<file path="src/rtl/lgbe_ram.sv">
// Generic single write port, single read port RAM with registered read.
`default_nettype none
module lgbe_ram #(
  parameter int unsigned WIDTH = 8,
  parameter int unsigned DEPTH = 64
) (
  input  wire logic                     clk_i,
  input  wire logic                     we_i,
  input  wire logic [$clog2(DEPTH)-1:0] waddr_i,
  input  wire logic [WIDTH-1:0]         wdata_i,
  input  wire logic                     re_i,
  input  wire logic [$clog2(DEPTH)-1:0] raddr_i,
  output logic      [WIDTH-1:0]         rdata_o
);

  logic [WIDTH-1:0] mem_q [DEPTH];

  always_ff @(posedge clk_i) begin
    if (we_i) begin
      mem_q[waddr_i] <= wdata_i;
    end
    if (re_i) begin
      rdata_o <= mem_q[raddr_i];
    end
  end

endmodule
`default_nettype wire

</file>
<file path="config.mk">
export PLATFORM = sky130hd
export DESIGN_NAME = lgbe_ram
export DESIGN_NICKNAME = d
export VERILOG_FILES = /design/src/rtl/lgbe_ram.sv
export SDC_FILE = /design/constraint.sdc
export NUM_CORES = 1
export LEC_CHECK = 0
export BUFFER_PORTS_ARGS = -buffer_cell sky130_fd_sc_hd__buf_2
export CORE_MARGIN = 2
export CORE_UTILIZATION = 45
export DETAILED_ROUTE_END_ITERATION = 16
export HOLD_SLACK_MARGIN = 0.05
export MAX_ROUTING_LAYER = met4
export PLACE_DENSITY = 0.6
export SETUP_SLACK_MARGIN = 0.3
export SLEW_MARGIN = 10
export SYNTH_ARGS = -nofsm -noshare
export SYNTH_HDL_FRONTEND = slang
export SYNTH_SLANG_ARGS = --single-unit
</file>
<file path="constraint.sdc">
create_clock -name clk_i -period 4.1 [get_ports clk_i]
set_input_delay 0.615 -clock clk_i [delete_from_list [all_inputs] [get_ports clk_i]]
set_output_delay 0.615 -clock clk_i [all_outputs]
set_load 0.01 [all_outputs]
</file>
# Word-level counts from Yosys, hierarchy flattened

Memory sizes are Yosys's and may differ from the RTL's. A register that Yosys moved wholly into a read port is not among the register bits.
Cells that the tools add are included.

Mux-type cells: 2

Operators with widths:

| operator          | number |
|---|---|
| two-way mux 1 bit | 2 |

Flip-flop bits (word level): 0
Bits in writable memories: 512
Input port bits: 23
Output and inout bits: 8
Word-level logic and storage cells: 3
Memories: 1

Memories:

| memory | words | bits a word | rd ports | clocked after Yosys merged registers in | wr ports | RTL line | RTL |
|---|---|---|---|---|---|---|---|
| mem_q  | 64    | 8           | 1        | 1                                       | 1        | 16       | `logic [WIDTH-1:0] mem_q [DEPTH];` |

# Logic depth before layout (Yosys ltp)

Word-level depth: 2
Depth in mapped cells: 9

# Least setup slack after synthesis

Ideal clock, no wire load.

Path kind: input -> register
Start: input port raddr_i[1]
End: register rdata_o[3], read port of mem_q, data pin
Arrival time: 2155 ps
Data required time: 3834 ps
Slack: 1679 ps
Stages: 7
Buffers on the path: 3
Cells stage by stage: buf_4 > buf_2 > buf_2 > mux4_2 > mux4_2 > o21ai_1 > o41ai_1

RTL lines:

| what            | RTL line | RTL |
|---|---|---|
| start, declared | 12       | `input wire logic [$clog2(DEPTH)-1:0] raddr_i,` |
| end, declared   | 13       | `output logic [WIDTH-1:0] rdata_o` |

==> flow_summary.json <==
{
  "finClkSkew_ns": 0.0130,
  "status": "finished, final reports clean",
  "postCtsHoldBufs": 0,
  "initial_core_util_pct": 45.7,
  "numCtsBuffers": 53,
  "vias_per_cell": 5.88,
  "final_antenna_net_count": 0,
  "synth_seq_cells": 520,
  "postLayoutCoreUtil_pct": 51.4,
  "layout.nets": 1021,
  "finalSetupViolCount": 0,
  "fin_ws_ns": 1.49,
  "switching_share_pct": 21.0,
  "hpwl_um": 28100,
  "post-place-cells": 1535,
  "clock.fmax_mhz": 383,
  "worstSetupPathType": "in2reg",
  "synth_ff_type": "edfxtp_1",
  "htree_levels": 2,
  "synthTopCellsByArea": "edfxtp_1 77%, mux4_2 14%, nor2_1 1.5%, mux2i_1 1.1%, mux2_2 0.72%",
  "die_area_um2": 46700,
  "tritoncts": "yes",
  "maxCapViolations": 0,
  "ioPinCount": 31,
  "synthDominantCellAreaShare_pct": 77.1,
  "p_per_area_nw_per_um2": 491,
  "syn_avg_cell_area_um2": 21.5,
  "post-route-drc-count": 0,
  "final.setup.tns_ns": 0,
  "cp_max_fo": 38,
  "power_frac_seq_pct": 52.9,
  "grt_pass1_wl_um": 67100,
  "p_int_uw": 8820,
  "leakage_uw": 0.00705,
  "vias": 9624,
  "die_h_um": 216,
  "drv_slew": 0,
  "clk_pin_slew_worst_paths_ns": 0.06,
  "pre_cts_ws_ns": 0.796,
  "crit_path_end_kind": "flip-flop",
  "num_rows": 77,
  "cts_resized": 0,
  "hold_ws_ns": 0.414,
  "grt_antenna_before_repair": 3,
  "power_frac_comb_pct": 4.9,
  "grt_overflow": 0,
  "drt-initial-drc-count": 1151,
  "stdcell_count": 1637,
  "postCtsSetupBuffers": 0,
  "p_clk_share_pct": 42.2,
  "worstHoldPathType": "in2reg",
  "wl_um": 45500,
  "gp_congestion": 0.771,
  "num-fill-cells": 3544,
  "relSlewSlack_pct": 25.2,
  "drt_pass1_iterations": 5,
  "rsz0062_at_grt": "no",
  "drive_gt1_share_pct": 26.0,
  "core_um2": 44300,
  "cts.path.max_buffers": 3,
  "io_buffers": 30,
  "tightest_slew_ns": 1.12,
  "cp-start-kind": "input pin",
  "hold_violations": 0,
  "yosysSeqAreaShare_pct": 77.1,
  "synthCells": 940,
  "vdd.ir_drop.worst_uv": 251,
  "die_x_um": 216,
  "clock-root-buffer": "clkbuf_16",
  "area_growth_pct": 12.5,
  "grt_pass1_vias": 9719,
  "syn_area_um2": 20200,
  "p_sw_uw": 2350,
  "grt_usage_pct": 20.6,
  "crit_required_ns": 4.43,
  "finalCritPeriodShare_pct": 63.8,
  "yosysUniqueCellTypes": 39,
  "wl_per_cell_um": 27.8,
  "syn-num-nets": 963,
  "synth_edf_count": 520,
  "ys_async_sr_fraction_pct": 0,
  "clk-insertion-delay-late_ns": 0.59,
  "cp.arrival_ns": 2.94,
  "clock_sinks": 520,
  "period_minus_slack_ns": 2.61,
  "yosysTopAreaCell": "edfxtp_1",
  "grt_max_degree": 52,
  "yosys_warnings": 0
}
## layer usage
layer  vias to the layer above  global-route usage, %  share of wire, %
met5                         -                      -                 0
met4                         0                   5.84               2.5
met3                        85                   3.62               6.0
met2                       344                   30.6                47
met1                      5128                   29.7                44
li1                       4067                      -                 -
## power by group through the flow
stage / Sequential [µW] / Combinational (µW) / Clock [µW]
after detailed placement: 6020 / 550 / 0
after global routing: 5910 / 581 / 5010
after CTS: 5910 / 550 / 4790
final: 5910 / 543 / 4710
after floorplan: 6020 / 314 / 0
after global placement: 6020 / 542 / 0
## sequential cells by signal (all words and copies together), names as in the netlist
signal	cells
mem_q	512
rdata_o	8
## worst max-delay path: stages
cell	delay, ns
clkbuf_8	0.41
buf_4	0.53
mux4_2	0.56
o221a_2	0.25
nor3_1	0.35
o32ai_1	0.14
## final timing paths
path	startpoint	to	slack [ns]	cells past startpoint
max reg2reg	mem_q[21][4]	rdata_o[4]	1.91	5
min reg2reg	mem_q[23][0]	rdata_o[0]	0.93	4
max	raddr_i[0]	rdata_o[6]	1.49	6
min	re_i	rdata_o[4]	0.41	1
## Yosys cell counts (6+ instances only)
cell	count
nand2_1	19
o221ai_1	8
mux4_2	126
nand2b_1	7
nor3_1	7
mux2_2	13
mux2i_1	23
buf_4	13
edfxtp_1	520
buf_2	11
nor2b_1	14
a221oi_1	6
o22ai_1	8
nor2_1	83
clkbuf_1	17
nand3_1	13
## through the flow
step                      total power (µW)  cell area (µm²)
after floorplan                       6330            20200
after global placement                6570            21100
after detailed placement              6570            21100
after CTS                            11300            22800
after global routing                 11500            22800
final                                11200            22800
## cell usage in the layout, fill, tap and decap left out, drive strengths merged, types with 4 or more instances in the layout
cell type / n
nand2b: 7
nand2: 19
nor2: 83
buf: 53
nor2b: 14
mux2i: 23
nor3: 7
o22ai: 8
bufinv: 5
edfxtp: 520
mux2: 13
a211oi: 4
o21ai: 4
nand3: 13
mux4: 126
clkinv: 30
a221oi: 6
o221ai: 8
clkbuf: 63
## final cells by class
| type | count | area (µm²) | area share (%) |
|---|---|---|---|
| clock buffers | 62 | 1380 | 6.07 |
| well taps | 592 | 741 | 3.25 |
| repair buffers | 54 | 394 | 1.73 |
| multi-input cells | 369 | 4320 | 19.0 |
| flip-flops and latches | 520 | 15600 | 68.6 |
| diodes | 3 | 7.51 | 0.0330 |
| clock inverters | 37 | 315 | 1.38 |
## cells by family (layout without fill, tap and decap cells)
| group | after synthesis | in the layout | synth area share (%) |
|---|---|---|---|
| compound gates | 54 | 54 | 2.06 |
| flops | 520 | 520 | 77.1 |
| other cells | 0 | 3 | 0 |
| simple gates | 153 | 153 | 3.37 |
| mux | 162 | 162 | 15.9 |
| buf+inv | 51 | 153 | 1.56 |
Power figures use the tool's default switching activity.
